===== src/hdl/tmp_pkg.sv =====
`timescale 1ns / 1ps
// ----------------------------------------------------------------------------
// tmp_pkg
// Types, codes and constants shared by the tree membership block.
// ----------------------------------------------------------------------------
package tmp_pkg;

  localparam logic [7:0] ORPHAN_LEVEL = 8'd255;
  localparam logic [7:0] MAX_CHECKS_RESET = 8'd5;
  localparam logic [7:0] COUNT_MAX = 8'd255;

  // Request kinds.
  localparam logic [1:0] REQ_TICK = 2'd0;
  localparam logic [1:0] REQ_BCAST = 2'd1;
  localparam logic [1:0] REQ_UCAST = 2'd2;

  // Message classes.
  localparam logic [7:0] CLASS_TREE = 8'd0;
  localparam logic [7:0] CLASS_SENSOR = 8'd1;

  // Tree codes.
  localparam logic [7:0] CODE_ORPHAN_REQ = 8'd0;
  localparam logic [7:0] CODE_OFFER = 8'd1;
  localparam logic [7:0] CODE_CHECK = 8'd2;
  localparam logic [7:0] CODE_UPDATE = 8'd3;
  localparam logic [7:0] CODE_ORPHAN = 8'd4;

  // Message lengths.
  localparam logic [2:0] LEN_NONE = 3'd0;
  localparam logic [2:0] LEN_SHORT = 3'd2;
  localparam logic [2:0] LEN_CHECK = 3'd3;
  localparam logic [2:0] LEN_SENSOR = 3'd4;
  localparam logic [2:0] LEN_FULL = 3'd5;

  typedef struct packed {
    logic        member;
    logic [7:0]  level;
    logic        periodic;
    logic        forward;
    logic [7:0]  count;
    logic [15:0] parent;
  } node_state_t;

  typedef struct packed {
    logic [1:0]  req_type;
    logic [15:0] src_addr;
    logic [7:0]  in_byte0;
    logic [7:0]  in_byte1;
    logic [7:0]  in_byte2;
    logic [7:0]  in_byte3;
    logic [7:0]  in_byte4;
  } item_t;

  typedef struct packed {
    logic        msg_valid;
    logic        msg_broadcast;
    logic [15:0] dest_addr;
    logic [2:0]  msg_len;
    logic [7:0]  out_byte0;
    logic [7:0]  out_byte1;
    logic [7:0]  out_byte2;
    logic [7:0]  out_byte3;
    logic [7:0]  out_byte4;
    logic        in_tree;
    logic [7:0]  tree_level;
  } result_t;

endpackage


===== src/hdl/tmp_decide.sv =====
`timescale 1ns / 1ps
// ----------------------------------------------------------------------------
// tmp_decide
// Decision logic: from the node state and one item, the next state and the
// message to send.
// ----------------------------------------------------------------------------
module tmp_decide (
  input  tmp_pkg::node_state_t st,
  input  tmp_pkg::item_t       item,
  input  logic [7:0]           max_checks,
  output tmp_pkg::node_state_t st_next,
  output tmp_pkg::result_t     res
);

  logic [7:0] count_inc;
  logic [8:0] offer_level;

  assign count_inc = (st.count < tmp_pkg::COUNT_MAX) ? st.count + 8'd1 : st.count;
  assign offer_level = {1'b0, item.in_byte2} + 9'd1;

  always_comb begin
    st_next = st;
    res = '0;
    unique case (item.req_type)
      tmp_pkg::REQ_TICK: begin
        res.msg_valid = 1'b1;
        if (!st.member) begin
          res.msg_broadcast = 1'b1;
          res.msg_len = tmp_pkg::LEN_SHORT;
          res.out_byte1 = tmp_pkg::CODE_ORPHAN_REQ;
        end else begin
          res.dest_addr = st.parent;
          res.msg_len = tmp_pkg::LEN_CHECK;
          res.out_byte1 = tmp_pkg::CODE_CHECK;
          res.out_byte2 = st.level;
          st_next.count = count_inc;
          if (count_inc >= max_checks) begin
            st_next.member = 1'b0;
            st_next.level = tmp_pkg::ORPHAN_LEVEL;
            st_next.count = '0;
            st_next.periodic = 1'b1;
            st_next.forward = 1'b0;
          end
        end
      end
      tmp_pkg::REQ_BCAST: begin
        if (st.member) begin
          res.msg_valid = 1'b1;
          res.dest_addr = item.src_addr;
          res.msg_len = tmp_pkg::LEN_FULL;
          res.out_byte1 = tmp_pkg::CODE_OFFER;
          res.out_byte2 = st.level;
          res.out_byte3 = {7'd0, st.periodic};
          res.out_byte4 = {7'd0, st.forward};
        end
      end
      tmp_pkg::REQ_UCAST: begin
        if (item.in_byte0 == tmp_pkg::CLASS_TREE) begin
          unique case (item.in_byte1)
            tmp_pkg::CODE_OFFER: begin
              if (offer_level < {1'b0, st.level}) begin
                st_next.parent = item.src_addr;
                st_next.member = 1'b1;
                st_next.level = offer_level[7:0];
                st_next.periodic = (item.in_byte3 != 8'd0);
                st_next.forward = (item.in_byte4 != 8'd0);
              end
            end
            tmp_pkg::CODE_CHECK: begin
              res.msg_valid = 1'b1;
              res.dest_addr = item.src_addr;
              if (st.member && (item.in_byte2 > st.level)) begin
                res.msg_len = tmp_pkg::LEN_FULL;
                res.out_byte1 = tmp_pkg::CODE_UPDATE;
                res.out_byte2 = st.level;
                res.out_byte3 = {7'd0, st.periodic};
                res.out_byte4 = {7'd0, st.forward};
              end else begin
                res.msg_len = tmp_pkg::LEN_SHORT;
                res.out_byte1 = tmp_pkg::CODE_ORPHAN;
              end
            end
            tmp_pkg::CODE_UPDATE: begin
              // The level saturates at the orphan level.
              st_next.level = (item.in_byte2 == tmp_pkg::ORPHAN_LEVEL) ?
                              tmp_pkg::ORPHAN_LEVEL : offer_level[7:0];
              st_next.periodic = (item.in_byte3 != 8'd0);
              st_next.forward = (item.in_byte4 != 8'd0);
              st_next.count = '0;
            end
            tmp_pkg::CODE_ORPHAN: begin
              if (st.member) begin
                st_next.member = 1'b0;
                st_next.level = tmp_pkg::ORPHAN_LEVEL;
                st_next.count = '0;
                st_next.periodic = 1'b1;
                st_next.forward = 1'b0;
              end
            end
            default: begin
            end
          endcase
        end else if (item.in_byte0 == tmp_pkg::CLASS_SENSOR) begin
          if (st.forward) begin
            res.msg_valid = 1'b1;
            res.dest_addr = st.parent;
            res.msg_len = tmp_pkg::LEN_SENSOR;
            res.out_byte0 = item.in_byte0;
            res.out_byte1 = item.in_byte1;
            res.out_byte2 = item.in_byte2;
            res.out_byte3 = item.in_byte3;
          end
        end
      end
      default: begin
      end
    endcase
    res.in_tree = st_next.member;
    res.tree_level = st_next.level;
  end

endmodule


===== src/hdl/tree_membership_protocol.sv =====
`timescale 1ns / 1ps
// ----------------------------------------------------------------------------
// tree_membership_protocol
// Keeps a node's place in a routing tree and builds the message for each
// tick, received broadcast or received unicast.
// ----------------------------------------------------------------------------
// Channel   Direction  Transfer when            Payload
// s_axis    in         s_tvalid && s_tready     request item
// m_axis    out        m_tvalid && m_tready     one result per item
// cfg       in         cfg_valid && cfg_ready   max_checks
//
// An item is held in the input register, is decided against the node state
// and lands in the output register; one item is taken every cycle while the
// output is not stalled. The state is updated when the item moves to the
// output register, so each item sees all earlier ones. A stalled output holds
// its result and the input register holds one more item. Reset is
// synchronous; max_checks returns to 5 and the node to orphan.
// ----------------------------------------------------------------------------
module tree_membership_protocol (
  input  logic        clk,
  input  logic        rst,
  input  logic        s_tvalid,
  output logic        s_tready,
  // [15:0] src_addr, [23:16] in_byte0, [31:24] in_byte1, [39:32] in_byte2,
  // [47:40] in_byte3, [55:48] in_byte4
  input  logic [55:0] s_tdata,
  // [1:0] req_type
  input  logic [1:0]  s_tuser,
  output logic        m_tvalid,
  input  logic        m_tready,
  // [15:0] dest_addr, [18:16] msg_len, [26:19] out_byte0, [34:27] out_byte1,
  // [42:35] out_byte2, [50:43] out_byte3, [58:51] out_byte4, [59] in_tree,
  // [67:60] tree_level, [71:68] zero
  output logic [71:0] m_tdata,
  // [0] msg_valid, [1] msg_broadcast
  output logic [1:0]  m_tuser,
  input  logic        cfg_valid,
  output logic        cfg_ready,
  input  logic [7:0]  cfg_data
);

  logic                 in_valid;
  tmp_pkg::item_t       in_item;
  logic                 out_valid;
  tmp_pkg::result_t     out_res;
  tmp_pkg::node_state_t node;
  tmp_pkg::node_state_t node_next;
  tmp_pkg::result_t     res_next;
  logic [7:0]           max_checks;
  logic                 advance;

  assign advance = in_valid && (!out_valid || m_tready);
  assign s_tready = !in_valid || advance;
  assign cfg_ready = 1'b1;

  tmp_decide u_decide (
    .st         (node),
    .item       (in_item),
    .max_checks (max_checks),
    .st_next    (node_next),
    .res        (res_next)
  );

  always_ff @(posedge clk) begin
    if (rst) begin
      in_valid <= 1'b0;
      out_valid <= 1'b0;
      max_checks <= tmp_pkg::MAX_CHECKS_RESET;
      node.member <= 1'b0;
      node.level <= tmp_pkg::ORPHAN_LEVEL;
      node.periodic <= 1'b1;
      node.forward <= 1'b0;
      node.count <= '0;
      node.parent <= '0;
    end else begin
      if (cfg_valid && cfg_ready) begin
        max_checks <= cfg_data;
      end
      if (s_tvalid && s_tready) begin
        in_valid <= 1'b1;
      end else if (advance) begin
        in_valid <= 1'b0;
      end
      if (advance) begin
        out_valid <= 1'b1;
        node <= node_next;
      end else if (m_tready) begin
        out_valid <= 1'b0;
      end
    end
  end

  always_ff @(posedge clk) begin
    if (s_tvalid && s_tready) begin
      in_item.req_type <= s_tuser;
      in_item.src_addr <= s_tdata[15:0];
      in_item.in_byte0 <= s_tdata[23:16];
      in_item.in_byte1 <= s_tdata[31:24];
      in_item.in_byte2 <= s_tdata[39:32];
      in_item.in_byte3 <= s_tdata[47:40];
      in_item.in_byte4 <= s_tdata[55:48];
    end
    if (advance) begin
      out_res <= res_next;
    end
  end

  assign m_tvalid = out_valid;
  assign m_tuser = {out_res.msg_broadcast, out_res.msg_valid};
  assign m_tdata = {4'd0, out_res.tree_level, out_res.in_tree, out_res.out_byte4,
                    out_res.out_byte3, out_res.out_byte2, out_res.out_byte1,
                    out_res.out_byte0, out_res.msg_len, out_res.dest_addr};

`ifndef SYNTHESIS
  // An orphan never carries a pending check count.
  a_orphan_count: assert property (@(posedge clk) disable iff (rst)
    !node.member |-> node.count == 8'd0)
    else $error("orphan node with nonzero check count");

  // A held input item must not be dropped or changed while the output stalls.
  a_input_hold: assert property (@(posedge clk) disable iff (rst)
    in_valid && !advance |=> in_valid && $stable(in_item))
    else $error("input register lost a waiting item");

  // A result without a message carries no length.
  a_no_msg_len: assert property (@(posedge clk) disable iff (rst)
    out_valid && !out_res.msg_valid |-> out_res.msg_len == tmp_pkg::LEN_NONE)
    else $error("empty result with nonzero length");
`endif

endmodule


===== config.mk =====
export PLATFORM = sky130hd
export DESIGN_NAME = tree_membership_protocol
export DESIGN_NICKNAME = d
export VERILOG_FILES = /design/src/hdl/tmp_pkg.sv /design/src/hdl/tmp_decide.sv /design/src/hdl/tree_membership_protocol.sv
export SDC_FILE = /design/constraint.sdc
export NUM_CORES = 1
export LEC_CHECK = 0
export BUFFER_PORTS_ARGS = -buffer_cell sky130_fd_sc_hd__buf_2
export CAP_MARGIN = 25
export CORE_UTILIZATION = 43
export CTS_CLUSTER_SIZE = 16
export DETAILED_ROUTE_END_ITERATION = 12
export PLACE_DENSITY_LB_ADDON = 0.15
export RECOVER_POWER = 25
export SYNTH_ARGS = -nofsm -noshare
export SYNTH_HDL_FRONTEND = slang
export SYNTH_SLANG_ARGS = --single-unit

===== constraint.sdc =====
create_clock -name clk -period 3.28 [get_ports clk]
set_input_delay 0.164 -clock clk [delete_from_list [all_inputs] [get_ports clk]]
set_output_delay 0.164 -clock clk [all_outputs]
set_load 0.005 [all_outputs]

# Word-level counts from Yosys, hierarchy flattened
# Index checks and enable logic that the tools add are counted.
# totals
regBits	173
# op_classes
add_sub_neg	2
magnitude_cmp	4
eq_ne	15
mux	43
bitwise	3
reduce_logical	18
# ops
cell	count
51-bit 2-to-1 mux	2
19-bit 2-to-1 mux	5
19-bit case mux with 3 select lines	1
16-bit 2-to-1 mux	3
24-bit 2-to-1 mux	2
16-bit case mux with 3 select lines	1
19-bit case mux with 2 select lines	1
35-bit 2-to-1 mux	1
32-bit 2-to-1 mux	1
8-bit 2-to-1 mux	4
16-bit case mux with 2 select lines	1
10-bit case mux with 3 select lines	1
25-bit 2-to-1 mux	1
18-bit 2-to-1 mux	1
8-bit by 1-bit equality test with 1-bit output (second input constant)	2
8-bit by 2-bit equality test with 1-bit output (second input constant)	2
8-bit case mux with 2 select lines	1
8-bit nonzero test	2
1-bit 2-to-1 mux	11
11-bit 2-to-1 mux	1
8-bit by 1-bit adder with 9-bit output (second input constant)	1
9-bit by 8-bit less-than comparator with 1-bit output	1
8-bit by 1-bit adder with 8-bit output (second input constant)	1
8-bit by 3-bit equality test with 1-bit output (second input constant)	1
other kinds (26)	37

# Logic depth before layout (Yosys ltp)
# Gate-level depths: netlist (run 1).
# logic_depth
word_depth	6
mapped_depth	14
mapped_depth_nobuf	13

# Hierarchy
# From an unflattened synthesis (run 1), not the netlist that was laid out.
# unflattened
cells_unflattened	716
hier_area_um2	8414.3
# modules_own_cells
mod	instances	cells_each	area_each_um2	seq_area_each_um2
tree_membership_protocol	1	323	5789.3	4744.6
tmp_decide	1	393	2625.0	0.0

# Least setup slack after synthesis (run 1)
# No wires, ideal clock.
# synth_path
kind	reg-to-reg
startpoint	register out_valid (netlist: m_tvalid)
endpoint	register node[10] (netlist name)
setup_ns	0.128
arrival_time_ns	3.297
required_time_ns	3.152
path_slack_ns	-0.144
path_stages_with_launch	9
cell_sequence	dfxtp_1 > or2b_2 > nand2_1 > clkinv_1 > and3_1 > buf_4 > buf_6 > mux2i_1 > nor2_1
# synth_between
elab_chain_cells	4
# synth_rtl
element	line_no	rtl
start, declared	tree_membership_protocol.sv:44	logic out_valid;
start signal, assigned	tree_membership_protocol.sv:67	out_valid <= 1'b0;
start signal, assigned	tree_membership_protocol.sv:85	out_valid <= 1'b1;
start signal, assigned	tree_membership_protocol.sv:88	out_valid <= 1'b0;
1-bit logical NOT	tree_membership_protocol.sv:52	assign advance = in_valid && (!out_valid || m_tready);
1-bit logical OR	tree_membership_protocol.sv:52	
1-bit logical AND	tree_membership_protocol.sv:52	
net advance	tree_membership_protocol.sv:50	logic advance;
5-bit AND reduction (no source line)	--	
end signal, assigned	tree_membership_protocol.sv:86	node <= node_next;
end, declared	tree_membership_protocol.sv:46	tmp_pkg::node_state_t node;
# The timed path passes the listed nets, and every way through them passes these cells.
# A chain may end at the register's enable or synchronous reset.

==> impl_results.md, run 1 <==
* Worst-margin pin slew at 958 ps
* Die width at 134 microns
* Synth Flop Type: edfxtp_1
* Post-DP HPWL at approximately 12000 microns
* DRC viols at 0
* Register bit total from synthesis at roughly 170
* Most used cell, CP: a21o_1
* Design Power at 4.75 mW
* Worst-path clk slew at approximately 70 ps
* Slowest-stage cell, CP: or3_2
* Worst-path fanout max at 7
* Distinct cell type count after synthesis at 70
* Switch share at 22.9%
* Register area share after synthesis at between 60 and 70%
* Met1 WL at 7800 microns
* Initial Utilization at between 40% and 50%
* First drt pass iteration count at 6
* Die height at ~130 microns
* Top routing layer in use: met4
* Simple-gate area share of the yosys netlist at roughly an eighth
* Switch Pwr at roughly 1.1 mW
* Clk pwr share at 43.7%
* Lkg Pwr at between 3 and 4 nW
* Internal at 3.66 mW
* Syn Area/Cell at between 10 and 15 sq um
* Worst Skew at between 10 and 15 ps
* Most frequent cell after synthesis: edfxtp_1
* Largest stage delay on the critical path at slightly above 500 ps
* Rows at 48
* Max VDD drop at approximately 360 uV
* GRT Total Usage at around a fifth
* Initial antenna violation count at 0
* HP Class: input pin to register
* Final min period at roughly 3100 ps
* Post-Syn Instances at approximately 620
* Synth cell count leaders: edfxtp_1 (121), nor2_1 (69), dfxtp_1 (45)
* TritonCTS clock tree: done
* Detail Route Antenna Nets at 0
* CTS Sinks at 166
* Crit path kind: register to register
* Setup crit end kind: register
* Clock root buffer master: clkbuf_16
* PortBufs at about 140
* Iteration-0 DRC Markers at between 200 and 300
* Synth-to-layout area growth at 29.9%
* Part of the cycle the worst path needs at between 90% and 100%
* Hold violation count in the final report at 0
* Ys async rst share at 0%
* Clock Tree Buf Depth at 2
* GR Overflow Total at 0
* Vias at roughly 5600
* Nets@finish at roughly 940
* First-pass GRT wire length at around 28000 microns
* RSZ-0062 raised after global routing: no
* Arrival @ worst endpoint at between 3000 and 4000 ps
* Routability cong. at around 0.82
* Combinational group share of total power at around 6.4%
* Adder-cell share of the synthesized area at under 10%
* Worst setup SP type: register
* Post-Route Setup TNS at 0 ps
* Compound-Gate Fraction of Synth Area at between 10% and 20%
* Pwr Density at 485 nW/um^2
* Die Area at ~18000 sq um
* Rel. slew slack at 36.1%
* FMAX at 323 MHz
* Share of post-route cells with drive strength above 1 at between 20% and 30%
* Seq pwr share at between 40 and 50%
* Total core area at 17200 sq um
* TritonCTS buffer count at 17
* Top-area cell type share of the netlist area at roughly half
* Synth top area cells: edfxtp_1 (48%), dfxtp_1 (12%), ha_1 (5.0%)
* Post-Synth XOR/XNOR Area at less than 1%
* Met3 Wirelength at 1030 microns
* Register cell area after layout at 4530 sq um
* Main combinational cell family by area after synthesis: simple AND/OR/NAND/NOR gates
* # diodes at 0
* CP Cell Sequence: ha_2, nand3_2, or3_1, nand2_1, ha_1, a21o_1, a211oi_2, and2_2, nor3_1, or3_2, a21o_1
* Worst-skew pair later-pin latency at ~430 ps
* Worst Path Required at approximately 3500 ps
* Met2 wire len at between 8000 and 9000 microns
* DR vias/cell at ~5.2
* Final slew viol count at 0
* Final setup vio count at 0
* Largest net degree at the start of global routing at 35
* Final WL at 17800 microns
* H-tree Lvls at 4
* Footprint of the multi-input gates at ~2800 sq um
* Syn Std Cell Area at 7540 sq um
* Vias in the first global route at 5575
* Boundary Pins at roughly 150
* Synth area leader: edfxtp_1
* Syn. warnings at 0
* Mux cell area share after synthesis at under 10%
* Outcome: finished clean
* Per-cell routed wire length at 16.5 microns
* Max Cap Violations at 0
* Post-synth EDFFs at ~120
* Fillers at 1472
[power groups by stage]
stage	registers, mW	logic (mW)	clock network, mW
floorplan	2.41	0.128	0
global placement	2.41	0.236	0
detailed placement	2.42	0.239	0
CTS	2.37	0.303	2.11
global route	2.38	0.336	2.20
finish	2.37	0.303	2.08
[critical path: cells and delay by family, from the launching register on]
kind / cells / cell delay, ps
AOI/OAI and AO/OA: 3 / 620
DFF: 1 / 400
adders and majority gates: 2 / 460
and+or+nand+nor: 6 / 1360
[path summary, 6_finish.rpt]
check / start / endpoint / slack, ps / cells after the start
worst min register to register: max_checks[0] / max_checks[0] / 490 / 2
worst max register to register: in_item[17] / m_tdata[60] / 180 / 11
worst min-delay path: m_tready / m_tvalid / 70 / 4
worst max-delay path: in_item[17] / m_tdata[60] / 180 / 11
[state kept, by name, summed over array words and instances (netlist names)]
name,cells
in_item,58
max_checks,8
m_tdata,61
node,35
m_tuser,2
in_valid,1
m_tvalid,1
[metal layers]
| layer | vias to the layer above | GRT usage [%] |
|---|---|---|
| li1 | 2718 | - |
| met4 | 0 | 5.06 |
| met3 | 14 | 5.63 |
| met5 | - | 0 |
| met2 | 198 | 35.8 |
| met1 | 2676 | 24.9 |
[per-stage QoR]
step | hold WS (ps) | instances | cell area (sq um) | setup slack, ps | utilization, %
floorplan | 263 | 635 | 7610 | 77.2 | -
global placement | 341 | 976 | 8490 | 104 | 49.2
detailed placement | 342 | 976 | 8490 | 1.42 | 49.2
CTS | 43.9 | 1075 | 9780 | 66.4 | 56.7
global route | 86.8 | 1075 | 9800 | 8.70 | 56.9
finish | 66.3 | 1075 | 9800 | 183 | 56.9
[kinds of logic after synthesis]
| family | after synthesis |
|---|---|
| and+or+nand+nor | 193 |
| DFF | 166 |
| AOI/OAI and AO/OA | 127 |
| buffers and inverters | 65 |
| adders and majority gates | 30 |
| muxes | 27 |
| xor gates and xnor gates | 8 |
| other | 2 |
[cells in the final DEF (no fill, tap or decap), types with 5 or more instances in the layout]
| cell | n |
|---|---|
| a21o_1 | 11 |
| a21oi_1 | 29 |
| a221o_1 | 7 |
| a221oi_1 | 8 |
| a22o_1 | 9 |
| a22oi_1 | 15 |
| and2_1 | 8 |
| and3_1 | 19 |
| buf_2 | 118 |
| buf_4 | 16 |
| clkbuf_1 | 14 |
| clkbuf_16 | 17 |
| conb_1 | 19 |
| dfxtp_1 | 45 |
| dlygate4sd3_1 | 67 |
| edfxtp_1 | 121 |
| ha_1 | 29 |
| inv_1 | 27 |
| inv_6 | 8 |
| mux2i_1 | 26 |
| nand2_1 | 32 |
| nand3_1 | 11 |
| nand4_1 | 5 |
| nor2_1 | 69 |
| nor3_1 | 9 |
| nor4_1 | 7 |
| o21a_1 | 10 |
| o21ai_0 | 7 |
| o221ai_1 | 7 |
| xnor2_1 | 5 |
[cell type report]
| class | count | share of cell area, % |
|---|---|---|
| multi-input combinational | 404 | 28.3 |
| timing repair buffer | 220 | 15.2 |
| inverter | 28 | 1.09 |
| clock buffer | 18 | 4.48 |
| sequential | 166 | 46.3 |
| tap | 225 | 2.87 |
| clock inverter | 14 | 1.81 |
[repair_timing]
action,in CTS,in global routing
hold buffers,67,0
hold endpoints to repair,67,0
resized for setup,1,7
setup endpoints to repair,5,41
buffers inserted,0,0
No activity file was read; power rests on OpenSTA's default activity.
==> inputs of run 2 (changes only) <==
--- a/config.mk
+++ b/config.mk
@@ -7,6 +7,7 @@
 export LEC_CHECK = 0
 export BUFFER_PORTS_ARGS = -buffer_cell sky130_fd_sc_hd__buf_2
 export CAP_MARGIN = 25
+export CORE_ASPECT_RATIO = 0.8
 export CORE_UTILIZATION = 43
 export CTS_CLUSTER_SIZE = 16
 export DETAILED_ROUTE_END_ITERATION = 12
==> impl_results.md, run 2 (synthesis results as in run 1) <==
* Final slew viol count at 0 (unchanged)
* Non-filler cells, final at 1068 (was 1075)
* Initial antenna violation count at 0 (unchanged)
* TritonCTS buffer count at 17 (unchanged)
* Worst-path fanout max at 8 (was 7)
* Rows at 42 (was 48)
* CTS Sinks at 166 (unchanged)
* # placed instances at 968 (was 976)
* R2R Setup Slk at 180 ps (about the same)
* Iteration-0 DRC Markers at 413 (was 280)
* DR vias/cell at 5.33 (was 5.21)
* GR Overflow Total at 0 (unchanged)
* Max VDD drop at 337 uV (was 361 uV)
* Worst Skew at 8.36 ps (was 12.0 ps)
* Hold violation count in the final report at 0 (unchanged)
* Setup crit end kind: register (unchanged)
* Largest register FFs at 61 (unchanged)
* Largest stage delay on the critical path at 400 ps (was 510 ps)
* Final WL at 18600 microns (was 17800 microns)
* Initial Utilization at 44.7% (was 43.8%)
* Total core area at 16900 sq um (was 17200 sq um)
* Setup ws final at 181 ps (was 183 ps)
* Most frequent cells in the layout: edfxtp_1 (121), buf_2 (119), nor2_1 (69), dlygate4sd3_1 (67), dfxtp_1 (45) (was edfxtp_1 (121), buf_2 (118), nor2_1 (69), dlygate4sd3_1 (67), dfxtp_1 (45))
* TritonCTS clock tree: done (unchanged)
* CP Cell Sequence: ha_1, nand3_1, or3_1, nand2_1, ha_1, a21o_1, a211oi_2, buf_4, and3_1, and3_4, clkbuf_16, mux2i_1, nor2_1 (was ha_2, nand3_2, or3_1, nand2_1, ha_1, a21o_1, a211oi_2, and2_2, nor3_1, or3_2, a21o_1)
* GRT Total Usage at 21.4% (was 20.4%)
* Dpl ws at -94.0 ps (was 1.42 ps)
* Die Area at 18100 sq um (about the same)
* RR Startpoint: in_item[17] (unchanged)
* Rel. slew slack at 39.2% (was 36.1%)
* Largest net degree at the start of global routing at 45 (was 35)
* Final setup vio count at 0 (unchanged)
* DRC viols at 0 (unchanged)
* Per-cell routed wire length at 17.4 microns (was 16.5 microns)
* Routability cong. at 0.838 (was 0.816)
* Fillers at 1421 (was 1472)
* Boundary Pins at 148 (unchanged)
* Clock root buffer master: clkbuf_16 (unchanged)
* Nets@finish at 937 (was 938)
* Part of the cycle the worst path needs at 94.5% (was 94.4%)
* Clock Tree Buf Depth at 2 (unchanged)
* Slowest-stage cell, CP: edfxtp_1 (was or3_2)
* Worst Path Required at 3560 ps (was 3450 ps)
* Worst Hold Slack at 76.3 ps (was 66.3 ps)
* Arrival @ worst endpoint at 3370 ps (was 3270 ps)
* Most used cell, CP: ha_1 (was a21o_1)
* Worst setup SP type: register (unchanged)
* Worst-skew pair later-pin latency at 430 ps (about the same)
* First-pass GRT wire length at 29000 microns (was 28100 microns)
* FMAX at 323 MHz (about the same)
* Pwr Density at 485 nW/um^2 (about the same)
* Lkg Pwr at 3.89 nW (was 3.91 nW)
* H-tree Lvls at 4 (unchanged)
* Worst-margin pin slew at 912 ps (was 958 ps)
* Post-DP HPWL at 12500 microns (was 12400 microns)
* Detail Route Antenna Nets at 0 (unchanged)
* Final Util at 58.0% (was 56.9%)
* Worst-path clk slew at 70 ps (about the same)
* RSZ-0062 raised after global routing: no (unchanged)
* Hold_sp: m_tready (unchanged)
* HP Class: input pin to register (unchanged)
* Crit path kind: register to register (unchanged)
* Design Power at 4.74 mW (was 4.75 mW)
* Max Cap Violations at 0 (unchanged)
* First drt pass iteration count at 5 (was 6)
* PortBufs at 135 (unchanged)
* Synth-to-layout area growth at 29.7% (was 29.9%)
* Vias at 5688 (was 5606)
* Share of post-route cells with drive strength above 1 at 23.2% (was 24.0%)
* Die width at 150 microns (was 134 microns)
* # diodes at 0 (unchanged)
* Outcome: finished clean (unchanged)
* Most common cell after layout, fill and taps aside: edfxtp_1 (unchanged)
* Vias in the first global route at 5638 (was 5575)
* Final min period at 3100 ps (about the same)
* Crit path from: in_item[17] (unchanged)
* Die height at 120 microns (was 134 microns)
[run 2: final timing paths]
| path | end | depth (start not counted) |
|---|---|---|
| worst max-delay path | node[1] | 13 |
| worst min-delay path | m_tvalid | 4 |
| worst max register to register | node[1] | 13 |
| worst min register to register | max_checks[2] | 2 |
[run 2: worst max-delay path: cells and delay by family (launching register included)]
family,cells,cell delay (ps)
mux,1,190
simple gates,6,1150
flops,1,400
buf+inv,2,350
compound gates,2,400
fa+ha+maj,2,450
[run 2: power by group]
group	leakage (nW)	switching [mW]	internal, mW
clock network	0.290	0.825	1.24
registers	1.49	0.0410	2.34
logic	2.11	0.156	0.142
total	3.89	1.02	3.72
[run 2: metrics by stage]
step,setup TNS (ps),instance area (sq um)
2_1_floorplan,0,7610
3_3_place_gp,0,8450
3_5_place_dp,-710,8450
4_1_cts,0,9730
5_1_grt,0,9780
6_report,0,9780
[run 2: metal layers]
metal  track usage (%)  vias up  wire length (microns)
met3              4.72       17                   1170
li1                  -     2717                      -
met1              28.4     2730                   8580
met2              34.5      224                   8620
met4              7.26        0                    212
met5                 0        -                      0
[run 2: what timing repair did]
action / in CTS / in global routing
cloned: 0 / 1
buffers inserted: 0 / 1
setup endpoints to repair: 13 / 41
resized for setup: 1 / 9
hold buffers: 67 / 0
pin swaps: 0 / 1
hold endpoints to repair: 67 / 0
[run 2: cell type report]
cell class | count | area [sq um] | share of cell area (%)
flip-flops and latches | 166 | 4530 | 46.4
multi-input cells | 404 | 2780 | 28.4
repair buffers | 219 | 1480 | 15.2
clock buffers | 21 | 460 | 4.71
well taps | 220 | 275 | 2.81
clock inverters | 10 | 145 | 1.48
inverters | 28 | 106 | 1.09
